==> config.mk <==
export PLATFORM = sky130hd
export DESIGN_NAME = dls_controller
export DESIGN_NICKNAME = d
export VERILOG_FILES = /design/src/rtl/core/dls_pkg.sv /design/src/rtl/core/dls_controller.sv
export VERILOG_INCLUDE_DIRS = /design/src /design/src/rtl/core
export SDC_FILE = /design/constraint.sdc
export NUM_CORES = 1
export LEC_CHECK = 0
export BUFFER_PORTS_ARGS = -buffer_cell sky130_fd_sc_hd__buf_2
export CAP_MARGIN = 0
export CORE_MARGIN = 4
export CORE_UTILIZATION = 43
export CTS_CLUSTER_DIAMETER = 100
export CTS_CLUSTER_SIZE = 12
export DETAILED_ROUTE_END_ITERATION = 10
export GPL_ROUTABILITY_DRIVEN = 1
export PLACE_DENSITY = 0.69
export SKIP_LAST_GASP = 1
export SYNTH_ARGS = -nofsm -noshare
export SYNTH_HDL_FRONTEND = slang
export SYNTH_SLANG_ARGS = --single-unit
==> constraint.sdc <==
create_clock -name clk -period 3 [get_ports clk]
set_clock_uncertainty 0.2 [all_clocks]
set_input_delay 0.3 -clock clk [delete_from_list [all_inputs] [get_ports clk]]
set_output_delay 0.3 -clock clk [all_outputs]
set_load 0.1 [all_outputs]
==> src/rtl/core/dense_layer_sgd_engine_assert.svh <==
// ---------------------------------------------------------------------------
// dense_layer_sgd_engine assertion macros
// shared concurrent assertion forms for the engine modules
// ---------------------------------------------------------------------------
`ifndef DENSE_LAYER_SGD_ENGINE_ASSERT_SVH
`define DENSE_LAYER_SGD_ENGINE_ASSERT_SVH

// condition implies consequence in the same cycle
`define DLS_ASSERT_IMP(lbl, clk, rst, ante, cons, msg) \
  lbl: assert property (@(posedge clk) disable iff (rst) (ante) |-> (cons)) else $error(msg);

// condition implies consequence in the next cycle
`define DLS_ASSERT_NXT(lbl, clk, rst, ante, cons, msg) \
  lbl: assert property (@(posedge clk) disable iff (rst) (ante) |=> (cons)) else $error(msg);

`endif

==> src/rtl/core/dls_pkg.sv <==
// ---------------------------------------------------------------------------
// dls_pkg
// shared types and codes of the dense layer engine
// ---------------------------------------------------------------------------
package dls_pkg;

  localparam int MAX_INPUTS  = 16;
  localparam int MAX_OUTPUTS = 16;

  localparam logic [2:0] CMD_WR_WEIGHT = 3'd0;
  localparam logic [2:0] CMD_WR_BIAS   = 3'd1;
  localparam logic [2:0] CMD_FORWARD   = 3'd2;
  localparam logic [2:0] CMD_BACKWARD  = 3'd3;
  localparam logic [2:0] CMD_RD_WEIGHT = 3'd4;
  localparam logic [2:0] CMD_RD_BIAS   = 3'd5;

  localparam logic [1:0] KIND_OUTPUT   = 2'd0;
  localparam logic [1:0] KIND_IN_GRAD  = 2'd1;
  localparam logic [1:0] KIND_WEIGHT   = 2'd2;
  localparam logic [1:0] KIND_BIAS     = 2'd3;

  localparam logic [1:0] CFG_INPUT_COUNT   = 2'd0;
  localparam logic [1:0] CFG_OUTPUT_COUNT  = 2'd1;
  localparam logic [1:0] CFG_LEARNING_RATE = 2'd2;

  typedef struct packed {
    logic [2:0]         command;
    logic [3:0]         row;
    logic [3:0]         col;
    logic signed [15:0] value;
    logic               last;
  } in_item_t;

  typedef struct packed {
    logic [1:0]         kind;
    logic [3:0]         index;
    logic signed [15:0] value_res;
    logic               saturated;
    logic               last_res;
  } out_item_t;

  typedef struct packed {
    logic       load_item;
    logic       wr_item;
    logic       save_input;
    logic       gl_load;
    logic       w_rd;
    logic       mul_load;
    logic       f_acc;
    logic       b_acc;
    logic       bias_step;
    logic       out_load;
    logic       clr_sums;
    logic [3:0] k;
  } ctrl_cmd_t;

  typedef struct packed {
    logic [2:0] command;
    logic [3:0] row;
    logic [3:0] col;
    logic       last;
    logic [4:0] ni;
    logic [4:0] no;
    logic       out_free;
  } dp_status_t;

endpackage

==> src/rtl/core/dls_controller.sv <==
// ---------------------------------------------------------------------------
// dls_controller
// sequencer that walks one item through the datapath
// ---------------------------------------------------------------------------
`include "dense_layer_sgd_engine_assert.svh"

module dls_controller import dls_pkg::*; (
  input  logic       clk,
  input  logic       rst,
  input  logic       in_valid,
  output logic       in_ready,
  input  dp_status_t sts,
  output ctrl_cmd_t  cmd
);

  localparam logic [3:0] S_IDLE   = 4'd0;
  localparam logic [3:0] S_DECODE = 4'd1;
  localparam logic [3:0] S_F_RD   = 4'd2;
  localparam logic [3:0] S_F_MUL  = 4'd3;
  localparam logic [3:0] S_F_ACC  = 4'd4;
  localparam logic [3:0] S_B_RD   = 4'd5;
  localparam logic [3:0] S_B_MUL  = 4'd6;
  localparam logic [3:0] S_B_ACC  = 4'd7;
  localparam logic [3:0] S_B_BIAS = 4'd8;
  localparam logic [3:0] S_EMIT   = 4'd9;
  localparam logic [3:0] S_RD_OUT = 4'd10;

  logic [3:0] state, state_next;
  logic [3:0] k, k_next;
  logic [4:0] emit_n;

  assign emit_n = (sts.command == CMD_FORWARD) ? sts.no : sts.ni;

  always_ff @(posedge clk) begin
    if (rst) begin
      state <= S_IDLE;
      k     <= '0;
    end else begin
      state <= state_next;
      k     <= k_next;
    end
  end

  always_comb begin
    cmd        = '0;
    cmd.k      = k;
    in_ready   = 1'b0;
    state_next = state;
    k_next     = k;
    unique case (state)
      S_IDLE: begin
        in_ready = 1'b1;
        if (in_valid) begin
          cmd.load_item = 1'b1;
          state_next    = S_DECODE;
        end
      end
      S_DECODE: begin
        k_next = '0;
        unique case (sts.command) inside
          CMD_WR_WEIGHT, CMD_WR_BIAS: begin
            cmd.wr_item = 1'b1;
            state_next  = S_IDLE;
          end
          CMD_FORWARD: begin
            if ({1'b0, sts.col} < sts.ni) begin
              cmd.save_input = 1'b1;
              state_next     = S_F_RD;
            end else begin
              state_next = sts.last ? S_EMIT : S_IDLE;
            end
          end
          CMD_BACKWARD: begin
            if ({1'b0, sts.row} < sts.no) begin
              cmd.gl_load = 1'b1;
              state_next  = S_B_RD;
            end else begin
              state_next = sts.last ? S_EMIT : S_IDLE;
            end
          end
          CMD_RD_WEIGHT: begin
            cmd.w_rd   = 1'b1;
            state_next = S_RD_OUT;
          end
          CMD_RD_BIAS: state_next = S_RD_OUT;
          default:     state_next = S_IDLE;
        endcase
      end
      S_F_RD: begin
        cmd.w_rd   = 1'b1;
        state_next = S_F_MUL;
      end
      S_F_MUL: begin
        cmd.mul_load = 1'b1;
        state_next   = S_F_ACC;
      end
      S_F_ACC: begin
        cmd.f_acc = 1'b1;
        if ({1'b0, k} == sts.no - 5'd1) begin
          k_next     = '0;
          state_next = sts.last ? S_EMIT : S_IDLE;
        end else begin
          k_next     = k + 4'd1;
          state_next = S_F_RD;
        end
      end
      S_B_RD: begin
        cmd.w_rd   = 1'b1;
        state_next = S_B_MUL;
      end
      S_B_MUL: begin
        cmd.mul_load = 1'b1;
        state_next   = S_B_ACC;
      end
      S_B_ACC: begin
        cmd.b_acc = 1'b1;
        if ({1'b0, k} == sts.ni - 5'd1) begin
          k_next     = '0;
          state_next = S_B_BIAS;
        end else begin
          k_next     = k + 4'd1;
          state_next = S_B_RD;
        end
      end
      S_B_BIAS: begin
        cmd.bias_step = 1'b1;
        state_next    = sts.last ? S_EMIT : S_IDLE;
      end
      S_EMIT: begin
        if (sts.out_free) begin
          cmd.out_load = 1'b1;
          if ({1'b0, k} == emit_n - 5'd1) begin
            cmd.clr_sums = 1'b1;
            k_next       = '0;
            state_next   = S_IDLE;
          end else begin
            k_next = k + 4'd1;
          end
        end
      end
      S_RD_OUT: begin
        if (sts.out_free) begin
          cmd.out_load = 1'b1;
          state_next   = S_IDLE;
        end
      end
      default: state_next = S_IDLE;
    endcase
  end

  `DLS_ASSERT_IMP(a_load_free, clk, rst, cmd.out_load, sts.out_free, "result loaded over pending transfer")
  `DLS_ASSERT_NXT(a_accept_decode, clk, rst, in_valid && in_ready, state == S_DECODE, "accepted item not decoded")
  `DLS_ASSERT_IMP(a_fwd_range, clk, rst, cmd.f_acc, {1'b0, k} < sts.no, "forward index past output count")
  `DLS_ASSERT_IMP(a_bwd_range, clk, rst, cmd.b_acc, {1'b0, k} < sts.ni, "gradient index past input count")

endmodule

==> results.tsv, run 1 <==
metric	value	unit
synth_common_cells	nor2_1, nand2_1, inv_1, xnor2_1	
cts_tree	built	
grt_pass1_vias	1438	
clk_path_buf_depth	2	
die_h	64.9	um
synth.avg_cell_area	7.30	um2
report.final.hold_viol_count	0	
synth_top_cell_by_area	dfxtp_1	
post_drt_wl_per_cell	13.9	um
utilization	0.570	
p_leak	0.780	nW
crit_path_cell_trace	buf_2 -> nor3b_4 -> buf_6 -> mux2i_2 -> ha_2 -> nor3b_1 -> nor3b_2 -> a211oi_2 -> nor4_4 -> nand2_1 -> nor2_4 -> buf_12	
power	0.600	mW
ant_nets	0	
path_delay_family	simple AND/OR/NAND/NOR gates	
cts_hold_buf	0	
drive_gt1_frac	0.300	
max_stage_delay	370	ps
slowest_stage	nor4_4	
vias_per_cell	5.52	
peakVddDrop	0.342	mV
status	finished, final reports clean	
numCtsBuffers	3	
worstPathBufferInverterCount	3	
place_inst	269	
max-cap-violations	0	
wl	3.86	mm
max_slew.worst_pin.slew	664	ps
crit_fanout	5	
synth_most_common_cell	nor2_1	
area.growth.synth_to_final	25.9	%
final_area	1760	um2
start_util	0.453	
setup-violations-final	0	
yosys.area.top_type_share	0.115	
synth_area_leaders	dfxtp_1, ha_1, xnor2_1, xor2_1, nor2_1	
synth_xor_area_frac	0.119	
synth_seq_cells	8	
min_path_type	input port to flop	
pin_count	42	
required	2500	ps
grtUsageTotal	0.188	
synth-compound-area-share	0.240	
synth_area	1390	um2
grt_pass1_wl	6.41	mm
drt_first_pass_iters	4	
io_buffers	41	
setup.worst_path.start	sts[22]	
r2r-start	state[0]	
h-tree-depth	1	
drc	0	
place_area	1680	um2
fin_crit	2890	ps
nNetsFinal	271	
synth_adder_area_share	0.0898	
num_rows	20	
dp_hpwl	2.95	mm
insertion_delay	260	ps
synthFlopType	dfxtp_1	
yosysUniqueCellTypes	50	
vias	1528	
stdcell_count	277	
relSlewSlack	0.557	
max_freq	346	MHz
critical_path.startpoint_type	input port	
die_w	64.9	um
synth_top_family_by_area	simple AND/OR/NAND/NOR gates	
critPathKind	input port to primary output	
synth_seq_area_share	0.115	
grt_max_degree	18	
antenna_cells_inserted	0	
synthCells	191	
clk_pin_slew	50	ps
synth_nets	227	
synthArstFlopShare	0	
clkSinkCount	8	
yosys_warnings	0	
place_congestion	0.796	
grt.overflow.total	0	
antenna_found_initial	0	
synth_mux_area_frac	0.0314	
coreArea	3080	um2
hp-start	rst	
period_share	0.964	
p_per_area	342	nW/um2
critPathArrivalTime	2390	ps
cts_root_buf	clkbuf_4	
synth-edff-count	0	
yosys.area_share.simple	0.326	
final_max_slew_viol_count	0	
die-area	4220	um2
drt_iter0_markers	98	
worstSetupEndpointType	primary output	
[per-stage QoR]
step,hold WS [ps],setup WS [ps],TNS [ps]
after floorplan,290,-119,-119
after global placement,385,95.6,0
after detailed placement,386,23.1,0
after CTS,120,17.0,0
after global routing,140,-37.9,-37.9
final,126,108,0
[kinds of logic (layout without fill, tap and decap cells)]
family / after synthesis / count (layout)
and+or+nand+nor: 79 / 79
AOI/OAI and AO/OA: 47 / 47
buffers and inverters: 24 / 66
xor gates and xnor gates: 19 / 19
adders and majority gates: 10 / 10
DFF: 8 / 8
muxes: 4 / 4
[worst register-to-register path, cell delays in order, from the launching register on]
cell,delay (ps)
dfxtp_1,750
nand2b_1,210
nor3_1,280
o21ai_0,140
a31oi_1,200
a311oi_1,80
a211oi_1,250
[registers in the layout, indices dropped and copies added (netlist names)]
signal	flops
k	4
state	4
[layout make-up]
cell class,count,area (um2)
clock buffers,3,22.5
fillers,321,1320
inverters,13,48.8
multi-input cells,159,1180
flip-flops and latches,8,160
well taps,44,55.1
repair buffers,50,289
[worst paths after layout]
kind                                 end  slack, ps  cells after the start
worst max-delay path              cmd[4]        110                     12
worst max register to register  state[0]        800                      6
worst min register to register      k[3]        390                      2
worst min-delay path                k[3]        130                      2
[cell usage in the layout, fill, tap and decap left out, types with 2 or more instances in the layout]
cell	n
nand2b_1	6
nor2b_1	9
nor3_2	5
buf_2	41
clkbuf_4	3
and2_1	2
xnor2_1	11
nor3b_2	2
nand4b_1	2
mux2i_1	3
nand3_1	6
a211oi_2	2
buf_4	7
nor4_4	2
or3b_1	2
nand2_1	14
a21oi_1	10
nand3b_1	3
inv_1	12
o21ai_0	4
nand4_1	2
a211oi_1	2
xor2_1	8
o21ai_1	5
o211ai_1	4
ha_1	9
dfxtp_1	8
nor2_1	14
o31ai_1	2
nor3_1	4
a31oi_1	3
o32ai_1	4
a311oi_1	2
[where the power goes]
part | internal, mW | total (mW) | leakage [nW] | switching [mW]
registers | 0.114 | 0.148 | 0.0649 | 0.0337
logic | 0.116 | 0.366 | 0.702 | 0.250
clock network | 0.0460 | 0.0863 | 0.0138 | 0.0403
[timing repair]
item                                    CTS  global route
endpoints found under the hold margin     0             0
endpoints found under the setup margin    0             1
gates resized for setup                   0             4
buffers inserted                          0             4
[routing by layer]
| metal | vias to the layer above | track usage | part of all wire |
|---|---|---|---|
| li1 | 783 | - | - |
| met1 | 690 | 0.249 | 0.46 |
| met2 | 51 | 0.312 | 0.47 |
| met3 | 4 | 0.0433 | 0.062 |
| met4 | 0 | 0.0369 | 0.0067 |
| met5 | - | 0 | 0 |
No activity file was read; power rests on OpenSTA's default activity.
==> inputs of run 2 (changes only) <==
Settings changed: CORE_MARGIN 4 to 5, CORE_UTILIZATION 43 to 45, PLACE_DENSITY 0.69 to 0.71.
Clock period 3 ns to 3.28 ns, I/O delays scaled along.
==> run 2 against run 1 <==
Net effect:
- clock power is 9.6% lower
- clock-buffer cell count is the same
- non-clock buffer count fell by 8
- critical path type unchanged
- final area shrank 5.0%
- global-route usage is 1.1 points lower
- critical endpoint unchanged
- routed wire length down 5.7%
- via count shrank 0.79%
- critical path depth is 1 lower
- cell count decreased by 6.9%
- first-iteration DRC count decreased by 32%
- die area rose by 2.2%
==> results.tsv, run 2 (synthesized netlist as in run 1, its figures left out) <==
metric	value	unit	change
io_buffers	41		unchanged
p_leak	0.734	nW	-6.0%
h-tree-depth	1		unchanged
area.growth.synth_to_final	19.7	%	
reg_top3	k: 4 flops, state: 4 flops		
post_drt_wl_per_cell	14.1	um	+1.3%
layout_common_cells	buf_2, nor2_1, nand2_1, inv_1, xnor2_1		
die_h	65.7	um	+1.1%
grt_pass1_vias	1366		-5.0%
die-area	4310	um2	+2.2%
reg2reg_slack	1050	ps	+250 ps
clkSinkCount	8		unchanged
grt_pass1_wl	6.13	mm	-4.3%
critPathArrivalTime	2600	ps	+210 ps
max_slew.worst_pin.slew	689	ps	+24.6 ps
worstPathBufferInverterCount	2		-1
numCtsBuffers	3		unchanged
start_util	0.464		+0.0113
n_fill_cell	299		-6.9%
peakVddDrop	0.318	mV	-6.9%
path_delay_family	simple AND/OR/NAND/NOR gates		
setup-violations-final	0		unchanged
final_area	1670	um2	-5.0%
antenna_cells_inserted	0		unchanged
drt_first_pass_iters	4		unchanged
drive_gt1_frac	0.262		-0.0382
coreArea	3000	um2	-2.4%
grt_max_degree	21		+3
vias_per_cell	5.88		+6.5%
max-cap-violations	0		unchanged
p_per_area	323	nW/um2	-5.6%
slowest_stage	nor3b_4		
report.final.hold_viol_count	0		unchanged
crit_path_cell_trace	buf_2 -> nor3b_4 -> mux2i_2 -> ha_1 -> nor3b_1 -> nor3b_1 -> a211oi_2 -> nor4_4 -> nand2_1 -> nor2_4 -> buf_12		
post_cts_buffers	0		unchanged
cts_hold_buf	0		unchanged
critPathMostFrequentCell	nor3b_1		
place_congestion	0.867		+8.9%
status	finished, final reports clean		
cts_root_buf	clkbuf_4		
final_max_slew_viol_count	0		unchanged
drt_iter0_markers	67		-32%
max_freq	320	MHz	
num_rows	20		unchanged
fin_ws	154	ps	+45.5 ps
min_path_type	input port to flop		
place_area	1640	um2	-2.5%
nNetsFinal	263		-3.0%
antenna_found_initial	0		unchanged
max_stage_delay	420	ps	+50 ps
crit_fanout	9		+4
place_ws	1.17	ps	-21.9 ps
ant_nets	0		unchanged
clk_path_buf_depth	2		unchanged
pin_count	42		unchanged
rsz0062_at_grt	false		
critPathKind	input port to primary output		
grt.overflow.total	0		unchanged
dp_hpwl	2.96	mm	+0.48%
required	2750	ps	+250 ps
vias	1516		-0.79%
insertion_delay	260	ps	about the same
wl	3.64	mm	-5.7%
critical_path.startpoint_type	input port		
relSlewSlack	0.540		-0.0164
worstSetupEndpointType	primary output		
final_common_cell	buf_2		
die_w	65.7	um	+1.1%
grtUsageTotal	0.177		-0.0108
drc	0		unchanged
clk_pin_slew	60	ps	about the same
period_share	0.953		
cts_tree	built		
fin_crit	3130	ps	
## run 2: final timing paths
path	startpoint	endpoint	cells after the start
max	sts[20]	cmd[4]	11
min reg2reg	k[3]	k[3]	2
max reg2reg	k[2]	state[0]	7
min	rst	k[3]	2
## run 2: area by class of cell
cell class              instances  area, um2  area share
multi-input cells             159       1170       0.700
repair buffers                 42        228       0.137
flip-flops and latches          8        160      0.0960
inverters                      13       48.8      0.0293
well taps                      33       41.3      0.0248
clock buffers                   3       22.5      0.0135
## run 2: worst register-to-register path: stages (launching register included)
cell and delay, ps:
dfxtp_1 630, nand4b_1 160, a21oi_1 190, o2111a_1 290, nand2b_1 120, a221oi_1 90, a311oi_1 300, a211oi_1 120
## run 2: metal layers
layer  vias to the layer above  share of wire  track usage
li1                        765              -            -
met1                       693           0.45        0.244
met2                        56           0.47        0.288
met3                         2          0.072       0.0342
met4                         0         0.0047       0.0311
met5                         -              0            0
## run 2: power by group
part | total, mW | internal [mW] | switching (mW)
combinational | 0.324 | 0.100 | 0.224
sequential | 0.135 | 0.104 | 0.0310
clock | 0.0780 | 0.0420 | 0.0360
total | 0.538 | 0.247 | 0.291
## run 2: repair_timing
action,CTS,global route
gates resized for setup,1,0
endpoints found under the hold margin,0,0
endpoints found under the setup margin,1,0
## run 2: stage by stage
step / hold WS, ps / cells / util / total power [mW] / TNS (ps)
after detailed placement: 370 / 255 / 0.546 / 0.461 / 0
after global routing: 153 / 258 / 0.555 / 0.580 / 0
after global placement: 375 / 255 / 0.546 / 0.460 / 0
final: 155 / 258 / 0.555 / 0.538 / 0
after floorplan: 318 / 191 / - / 0.396 / -24.1
after CTS: 140 / 258 / 0.555 / 0.542 / 0
